==> src/rtl/ternary_weight_dot_product_scaled_macros.svh <==
// Assertion macros for the ternary weight dot product block.
// No dependencies; included by the top level only.
`ifndef TERNARY_WEIGHT_DOT_PRODUCT_SCALED_MACROS_SVH
`define TERNARY_WEIGHT_DOT_PRODUCT_SCALED_MACROS_SVH

// same-cycle implication, disabled while in reset
`define TWDPS_ASSERT_SAME(lbl, clk, rst_n, ante, cons, msg) \
    lbl: assert property (@(posedge clk) disable iff (!(rst_n)) (ante) |-> (cons)) \
        else $error(msg);

// next-cycle implication, disabled while in reset
`define TWDPS_ASSERT_NEXT(lbl, clk, rst_n, ante, cons, msg) \
    lbl: assert property (@(posedge clk) disable iff (!(rst_n)) (ante) |=> (cons)) \
        else $error(msg);

`endif

==> src/rtl/twdps_pkg.sv <==
// Package for the ternary weight dot product block: widths, weight codes,
// input word type and the per-lane term function. No dependencies.
`timescale 1ns / 1ps

package twdps_pkg;

    localparam int LANES    = 4;
    localparam int ACT_W    = 16;
    localparam int TERM_W   = ACT_W + 1;   // holds the negated minimum
    localparam int LSUM_W   = TERM_W + 2;  // sum of four terms
    localparam int ACC_W    = 32;
    localparam int GAIN_W   = 32;
    localparam int CNT_W    = 3;
    localparam int WCODE_W  = 2;

    localparam logic [WCODE_W-1:0] W_POS = 2'b01;
    localparam logic [WCODE_W-1:0] W_NEG = 2'b10;

    localparam logic [GAIN_W-1:0] GAIN_RESET = 32'h7FFF_FFFF;

    typedef struct packed {
        logic [LANES*WCODE_W-1:0]     weight_byte;
        logic [LANES-1:0][ACT_W-1:0]  act;
        logic [CNT_W-1:0]             valid_lanes;
        logic                         last;
    } t_item;

    // finished dot product handed to the scaling stage
    typedef struct packed {
        logic             valid;
        logic [ACC_W-1:0] sum;
    } t_fin;

    // codes 00 and 11 both mean weight zero
    function automatic logic signed [TERM_W-1:0] lane_term(
        input logic [WCODE_W-1:0] code,
        input logic [ACT_W-1:0]   act
    );
        logic signed [TERM_W-1:0] ext;
        begin
            ext = $signed({act[ACT_W-1], act});
            case (code)
                W_POS:   lane_term = ext;
                W_NEG:   lane_term = -ext;
                default: lane_term = '0;
            endcase
        end
    endfunction

endpackage

==> src/rtl/twdps_lane_sum.sv <==
// Four-lane ternary sum of one input word, sign-extended to accumulator width.
// Depends on twdps_pkg.
`timescale 1ns / 1ps

module twdps_lane_sum (
    input  twdps_pkg::t_item            i_item,
    output logic [twdps_pkg::ACC_W-1:0] o_sum
);
    import twdps_pkg::*;

    logic signed [TERM_W-1:0] w_term [LANES];
    logic signed [LSUM_W-1:0] w_total;

    for (genvar g = 0; g < LANES; g++) begin : g_lane
        // lane takes part when its index is below the count; 5..7 act as 4
        always_comb begin
            if (CNT_W'(g) < i_item.valid_lanes) begin
                w_term[g] = lane_term(i_item.weight_byte[g*WCODE_W +: WCODE_W],
                                      i_item.act[g]);
            end else begin
                w_term[g] = '0;
            end
        end
    end

    always_comb begin
        w_total = '0;
        for (int k = 0; k < LANES; k++) begin
            w_total = w_total + LSUM_W'(w_term[k]);
        end
    end

    assign o_sum = ACC_W'(w_total);

endmodule

==> src/rtl/twdps_scale.sv <==
// Q31 gain multiply and output register: bits 62..31 of sum * gain.
// Depends on twdps_pkg.
`timescale 1ns / 1ps

module twdps_scale (
    input  logic                         i_clk,
    input  logic                         i_rst_n,
    input  twdps_pkg::t_fin              i_fin,
    input  logic [twdps_pkg::GAIN_W-1:0] i_gain,
    input  logic                         i_out_stall,
    output logic                         o_free,
    output logic                         o_out_valid,
    output logic [twdps_pkg::ACC_W-1:0]  o_scaled_sum
);
    import twdps_pkg::*;

    localparam int PROD_W = ACC_W + GAIN_W;

    logic                     r_valid;
    logic [ACC_W-1:0]         r_sum;
    logic                     n_valid;
    logic signed [PROD_W-1:0] w_prod;

    assign o_free = !r_valid || !i_out_stall;
    assign w_prod = PROD_W'($signed(i_fin.sum)) * PROD_W'($signed(i_gain));

    always_comb begin
        if (o_free) begin
            n_valid = i_fin.valid;
        end else begin
            n_valid = r_valid;
        end
    end

    always_ff @(posedge i_clk) begin
        if (!i_rst_n) begin
            r_valid <= 1'b0;
        end else begin
            r_valid <= n_valid;
        end
    end

    // truncating shift by 31, no saturation
    always_ff @(posedge i_clk) begin
        if (o_free && i_fin.valid) begin
            r_sum <= w_prod[PROD_W-2 -: ACC_W];
        end
    end

    assign o_out_valid  = r_valid;
    assign o_scaled_sum = r_sum;

endmodule

==> src/rtl/ternary_weight_dot_product_scaled.sv <==
// Top level of the ternary weight dot product with Q31 output gain.
// Depends on twdps_pkg, twdps_lane_sum, twdps_scale and the macros header.
//
//  channel | direction | handshake                  | word
//  --------+-----------+----------------------------+-----------------------------------
//  in      | input     | i_in_valid / o_in_stall    | weight byte, act 0..3, lanes, last
//  out     | output    | o_out_valid / i_out_stall  | scaled_sum
//  cfg     | input     | i_cfg_valid / o_cfg_ready  | gain_q31
//
// One word per cycle sustained, but a last word waits while the hold register
// is full and blocked. A word is registered; a non-last word is summed into
// the accumulator on the next edge, a last word's total goes to the hold
// register, then through the 32x32 multiplier into the output register. Reset
// (synchronous) clears the sum and sets the gain to just under one. Output stall
// backs up through the hold register; non-last words keep flowing while a result waits.
`timescale 1ns / 1ps

`include "ternary_weight_dot_product_scaled_macros.svh"

module ternary_weight_dot_product_scaled (
    input  logic                          i_clk,
    input  logic                          i_rst_n,
    input  logic                          i_in_valid,
    output logic                          o_in_stall,
    input  logic [7:0]                    i_weight_byte,
    input  logic signed [15:0]            i_act_0,
    input  logic signed [15:0]            i_act_1,
    input  logic signed [15:0]            i_act_2,
    input  logic signed [15:0]            i_act_3,
    input  logic [2:0]                    i_valid_lanes,
    input  logic                          i_last,
    output logic                          o_out_valid,
    input  logic                          i_out_stall,
    output logic signed [31:0]            o_scaled_sum,
    input  logic                          i_cfg_valid,
    output logic                          o_cfg_ready,
    input  logic signed [31:0]            i_cfg_data
);
    import twdps_pkg::*;

    t_item             r_in;
    logic              r_in_valid;
    logic              n_in_valid;
    logic [ACC_W-1:0]  r_acc;
    logic [ACC_W-1:0]  n_acc;
    t_fin              r_fin;
    t_fin              n_fin;
    logic [GAIN_W-1:0] r_gain;

    logic              w_in_accept;
    logic              w_step;
    logic              w_fin_free;
    logic              w_out_free;
    logic [ACC_W-1:0]  w_lane_sum;
    logic [ACC_W-1:0]  w_new_sum;
    logic [ACC_W-1:0]  w_scaled;

    assign o_cfg_ready = 1'b1;

    always_ff @(posedge i_clk) begin
        if (!i_rst_n) begin
            r_gain <= GAIN_RESET;
        end else if (i_cfg_valid && o_cfg_ready) begin
            r_gain <= i_cfg_data;
        end
    end

    twdps_lane_sum u_lane_sum (
        .i_item (r_in),
        .o_sum  (w_lane_sum)
    );

    twdps_scale u_scale (
        .i_clk        (i_clk),
        .i_rst_n      (i_rst_n),
        .i_fin        (r_fin),
        .i_gain       (r_gain),
        .i_out_stall  (i_out_stall),
        .o_free       (w_out_free),
        .o_out_valid  (o_out_valid),
        .o_scaled_sum (w_scaled)
    );

    assign o_scaled_sum = w_scaled;

    always_comb begin
        w_fin_free  = !r_fin.valid || w_out_free;
        // only a last word needs room downstream
        w_step      = r_in_valid && (!r_in.last || w_fin_free);
        o_in_stall  = r_in_valid && !w_step;
        w_in_accept = i_in_valid && !o_in_stall;
        w_new_sum   = r_acc + w_lane_sum;

        n_in_valid = r_in_valid;
        if (w_in_accept) begin
            n_in_valid = 1'b1;
        end else if (w_step) begin
            n_in_valid = 1'b0;
        end

        n_acc = r_acc;
        if (w_step) begin
            n_acc = r_in.last ? '0 : w_new_sum;
        end

        n_fin = r_fin;
        if (w_step && r_in.last) begin
            n_fin.valid = 1'b1;
            n_fin.sum   = w_new_sum;
        end else if (w_out_free) begin
            n_fin.valid = 1'b0;
        end
    end

    always_ff @(posedge i_clk) begin
        if (!i_rst_n) begin
            r_in_valid  <= 1'b0;
            r_acc       <= '0;
            r_fin.valid <= 1'b0;
        end else begin
            r_in_valid  <= n_in_valid;
            r_acc       <= n_acc;
            r_fin       <= n_fin;
        end
    end

    always_ff @(posedge i_clk) begin
        if (w_in_accept) begin
            r_in.weight_byte <= i_weight_byte;
            r_in.act[0]      <= i_act_0;
            r_in.act[1]      <= i_act_1;
            r_in.act[2]      <= i_act_2;
            r_in.act[3]      <= i_act_3;
            r_in.valid_lanes <= i_valid_lanes;
            r_in.last        <= i_last;
        end
    end

    `TWDPS_ASSERT_NEXT(a_acc_cleared, i_clk, i_rst_n, w_step && r_in.last, r_acc == '0,
        "accumulator not cleared after last word")
    `TWDPS_ASSERT_NEXT(a_acc_adds, i_clk, i_rst_n, w_step && !r_in.last,
        r_acc == $past(w_new_sum), "accumulator missed a word")
    `TWDPS_ASSERT_NEXT(a_fin_held, i_clk, i_rst_n, r_fin.valid && !w_out_free,
        r_fin.valid && r_fin.sum == $past(r_fin.sum), "finished sum lost while blocked")
    `TWDPS_ASSERT_SAME(a_out_source, i_clk, i_rst_n, $rose(o_out_valid), $past(r_fin.valid),
        "result without a finished sum")

endmodule

==> config.mk <==
export PLATFORM = sky130hd
export DESIGN_NAME = ternary_weight_dot_product_scaled
export DESIGN_NICKNAME = d
export VERILOG_FILES = /design/src/rtl/twdps_pkg.sv /design/src/rtl/twdps_lane_sum.sv /design/src/rtl/twdps_scale.sv /design/src/rtl/ternary_weight_dot_product_scaled.sv
export VERILOG_INCLUDE_DIRS = /design/src /design/src/rtl
export SDC_FILE = /design/constraint.sdc
export NUM_CORES = 2
export LEC_CHECK = 0
export ABC_CLOCK_PERIOD_IN_PS = 20000
export BUFFER_PORTS_ARGS = -buffer_cell sky130_fd_sc_hd__buf_2
export CAP_MARGIN = 40
export CORE_ASPECT_RATIO = 1.4
export CORE_MARGIN = 5
export CORE_UTILIZATION = 60
export DETAILED_ROUTE_END_ITERATION = 6
export HOLD_SLACK_MARGIN = 0.05
export PLACE_DENSITY = 0.78
export RECOVER_POWER = 100
export SYNTH_ARGS = -nofsm -noshare
export SYNTH_HDL_FRONTEND = slang
export SYNTH_SLANG_ARGS = --single-unit
==> constraint.sdc <==
create_clock -name i_clk -period 20 [get_ports i_clk]
set_input_delay 1 -clock i_clk [delete_from_list [all_inputs] [get_ports i_clk]]
set_output_delay 1 -clock i_clk [all_outputs]
set_load 0.005 [all_outputs]
==> results.sh <==
export IMPL_outcome="finished, violations left"
export IMPL_failed_checks="capacitance limit, slew limit"
export IMPL_grt_pass1_vias=35630
export IMPL_fin_tns_setup_ns=0
export IMPL_wl_mm=113.3
export IMPL_grt_pass1_wl_mm=183.0
export IMPL_die_area_um2=82890
export IMPL_yosys_warnings=0
export IMPL_die_y_um=338.7
export IMPL_synth_top_area_share_pct=47.91
export IMPL_drive_gt1_share_pct=4.938
export IMPL_placed_cell_area_um2=47950
export IMPL_grt_start_max_net_pins=77
export IMPL_clk_latency_ns=0.59
export IMPL_avgRoutedWirePerCell_um=19.76
export IMPL_vias=32290
export IMPL_clockBufferDepth=3
export IMPL_startpoint_type="flip-flop"
export IMPL_cp_arrival_ns=10.47
export IMPL_synth_cell_types=70
export IMPL_synth_seq_cells=207
export IMPL_finClkSkew_ns=0.03320
export IMPL_hold_viol=0
export IMPL_postCtsSetupRepairBufs=0
export IMPL_core_area_um2=76570
export IMPL_drtAntennaViolNets=0
export IMPL_finalCriticalPeriod_ns=10.14
export IMPL_final_area_um2=48600
export IMPL_end_kind="flip-flop"
export IMPL_setup_viol=0
export IMPL_numPortBuffers=146
export IMPL_syn_avg_cell_area_um2=9.790
export IMPL_cpMaxStageDelayCell="o32ai_1"
export IMPL_critPathRequiredTime_ns=20.32
export IMPL_slew_headroom_pct=-154.7
export IMPL_finalNetCount=6202
export IMPL_final_max_slew_viol_count=219
export IMPL_cp_max_fo=23
export IMPL_async_reset_ff_share_pct=0
export IMPL_crit_top_cell="fa_1"
export IMPL_cts_hold_buffers=0
export IMPL_rsz0062_at_grt="no"
export IMPL_drt_initial_drc_count=2014
export IMPL_yosys_most_used_dff="edfxtp_1"
export IMPL_htree_levels=1
export IMPL_post_route_drc_count=0
export IMPL_max_cap_viol_count=5
export IMPL_seq_area_frac_synth_pct=11.98
export IMPL_fmax_ghz=0.09857
export IMPL_cts_tree="built"
export IMPL_post_synth_top_count_cell="fa_1"
export IMPL_synthTopCellsByArea="fa_1 48%, edfxtp_1 9.1%, inv_1 8.5%"
export IMPL_num_rows=120
export IMPL_finalCritPeriodShare_pct=50.72
export IMPL_clk_pin_slew_worst_paths_ns=0.07
export IMPL_ctsResizeCount=0
export IMPL_slowest_delay_ns=1.25
export IMPL_grt_usage_pct=27.93
export IMPL_syn_area_um2=46300
export IMPL_crit_chain="clkbuf_1 > nand2_1 > fa_1 > fa_1 > fa_1 > fa_1 > fa_1 > inv_1 > fa_1 > fa_1 > fa_1 > ha_1 > nand4_1 > inv_1 > nand3_1 > o32ai_1 > o311ai_0 > o21ai_0 > a21oi_2 > o311ai_0 > a21oi_1 > xnor2_1"
export IMPL_dpl_hpwl_mm=88.87
export IMPL_cts_root_buf="clkbuf_16"
export IMPL_cts_sinks=207
export IMPL_syn_inst=4729
export IMPL_min_path_type="flip-flop to flip-flop"
export IMPL_crit_type="flip-flop to flip-flop"
export IMPL_synth_largest_area_cell="fa_1"
export IMPL_cts_made_buffers=23
export IMPL_antenna_found_initial=2
export IMPL_synth_top_cells_by_count="1108 x fa_1, 1046 x inv_1, 595 x nand2_1, 514 x and2_1, 239 x ha_1"
export IMPL_globalplace_congestion=0.9048
export IMPL_initial_utilization_pct=60.46
export IMPL_syn2layout_area_growth_pct=4.965
export IMPL_die_w_um=244.8
export IMPL_synthesis_nets=6189
export IMPL_globalRouteOverflowTotal=0
export IMPL_synth_edf_count=140
export IMPL_drt_pass1_iter_count=6
export IMPL_io_pins=148
export IMPL_tightest_slew_ns=3.821
export IMPL_vias_per_cell=5.630
export IMPL_nFillCells=6148
layer usage:
metal / vias up / global-route usage (%) / share of wire (%)
li1: 14070 / - / -
met1: 16480 / 31.53 / 33
met2: 1264 / 50.12 / 53
met3: 482 / 2.334 / 5.3
met4: 0 / 18.98 / 8.8
met5: - / 0 / 0
placed cells by master (no fill, tap or decap), drive strengths merged, types with 74 or more instances in the layout:
master,netlist,final
inv,1046,1051
fa,1108,1108
buf,4,181
edfxtp,140,140
xnor2,86,86
nand2,595,595
and2,514,514
nor2b,74,74
ha,239,239
a21oi,83,83
nor2,87,87
critical path: cells and delay by family, from the launching register on:
kind / cells / cell delay [ns]
AOI/OAI and AO/OA: 6 / 3.28
xor gates and xnor gates: 1 / 0.16
adders and majority gates: 9 / 4.36
buffers and inverters: 3 / 1.07
DFF: 1 / 0.51
and+or+nand+nor: 3 / 0.51
final timing paths:
kind	from	endpoint	slack, ns	cells after the start
worst min register to register	r_gain[28]	r_gain[28]	0.47	2
worst max-delay path	r_fin[16]	u_scale.o_scaled_sum[19]	9.86	22
worst max register to register	r_fin[16]	u_scale.o_scaled_sum[19]	9.86	22
worst min-delay path	r_gain[28]	r_gain[28]	0.47	2
registers in the layout, indices dropped and copies added (netlist names):
name and flops:
r_acc 32, r_in_valid 1, r_gain 32, r_in 76, r_fin 33, u_scale.o_scaled_sum 32
u_scale.o_out_valid 1
area by class of cell:
cell class,count,area (µm²),share of cell area (%)
antenna,1,2.502,0.005149
inverter,1046,3926,8.080
multi-input combinational,3244,35920,73.93
tap,976,1221,2.513
sequential,207,5548,11.42
timing repair buffer,220,1220,2.510
clock inverter,15,162.7,0.3347
clock buffer,27,590.6,1.215
through the flow:
| step | util [%] | instances | hold slack (ns) | setup slack [ns] |
|---|---|---|---|---|
| after CTS | 63.61 | 5735 | 0.4759 | 11.39 |
| after global placement | 62.61 | 5691 | 0.4540 | 11.68 |
| after global routing | 63.46 | 5736 | 0.5005 | 9.685 |
| after floorplan | - | 4729 | 0.4453 | 12.33 |
| after detailed placement | 62.62 | 5693 | 0.4590 | 11.44 |
| final | 63.46 | 5736 | 0.4720 | 9.855 |
cell families after synthesis:
family | synth area share (%)
AND/OR/NAND/NOR | 15.27
other | 0.008100
buffers and inverters | 10.37
multiplexers | 0.6919
flip-flops | 11.98
adder cells (fa/ha/maj) | 54.37
XOR/XNOR | 2.421
AO/OA/AOI/OAI | 4.892
Power is left out: the tool's default activity adds up to more than one toggle a clock period on the data nets, which glitch-free logic cannot reach.
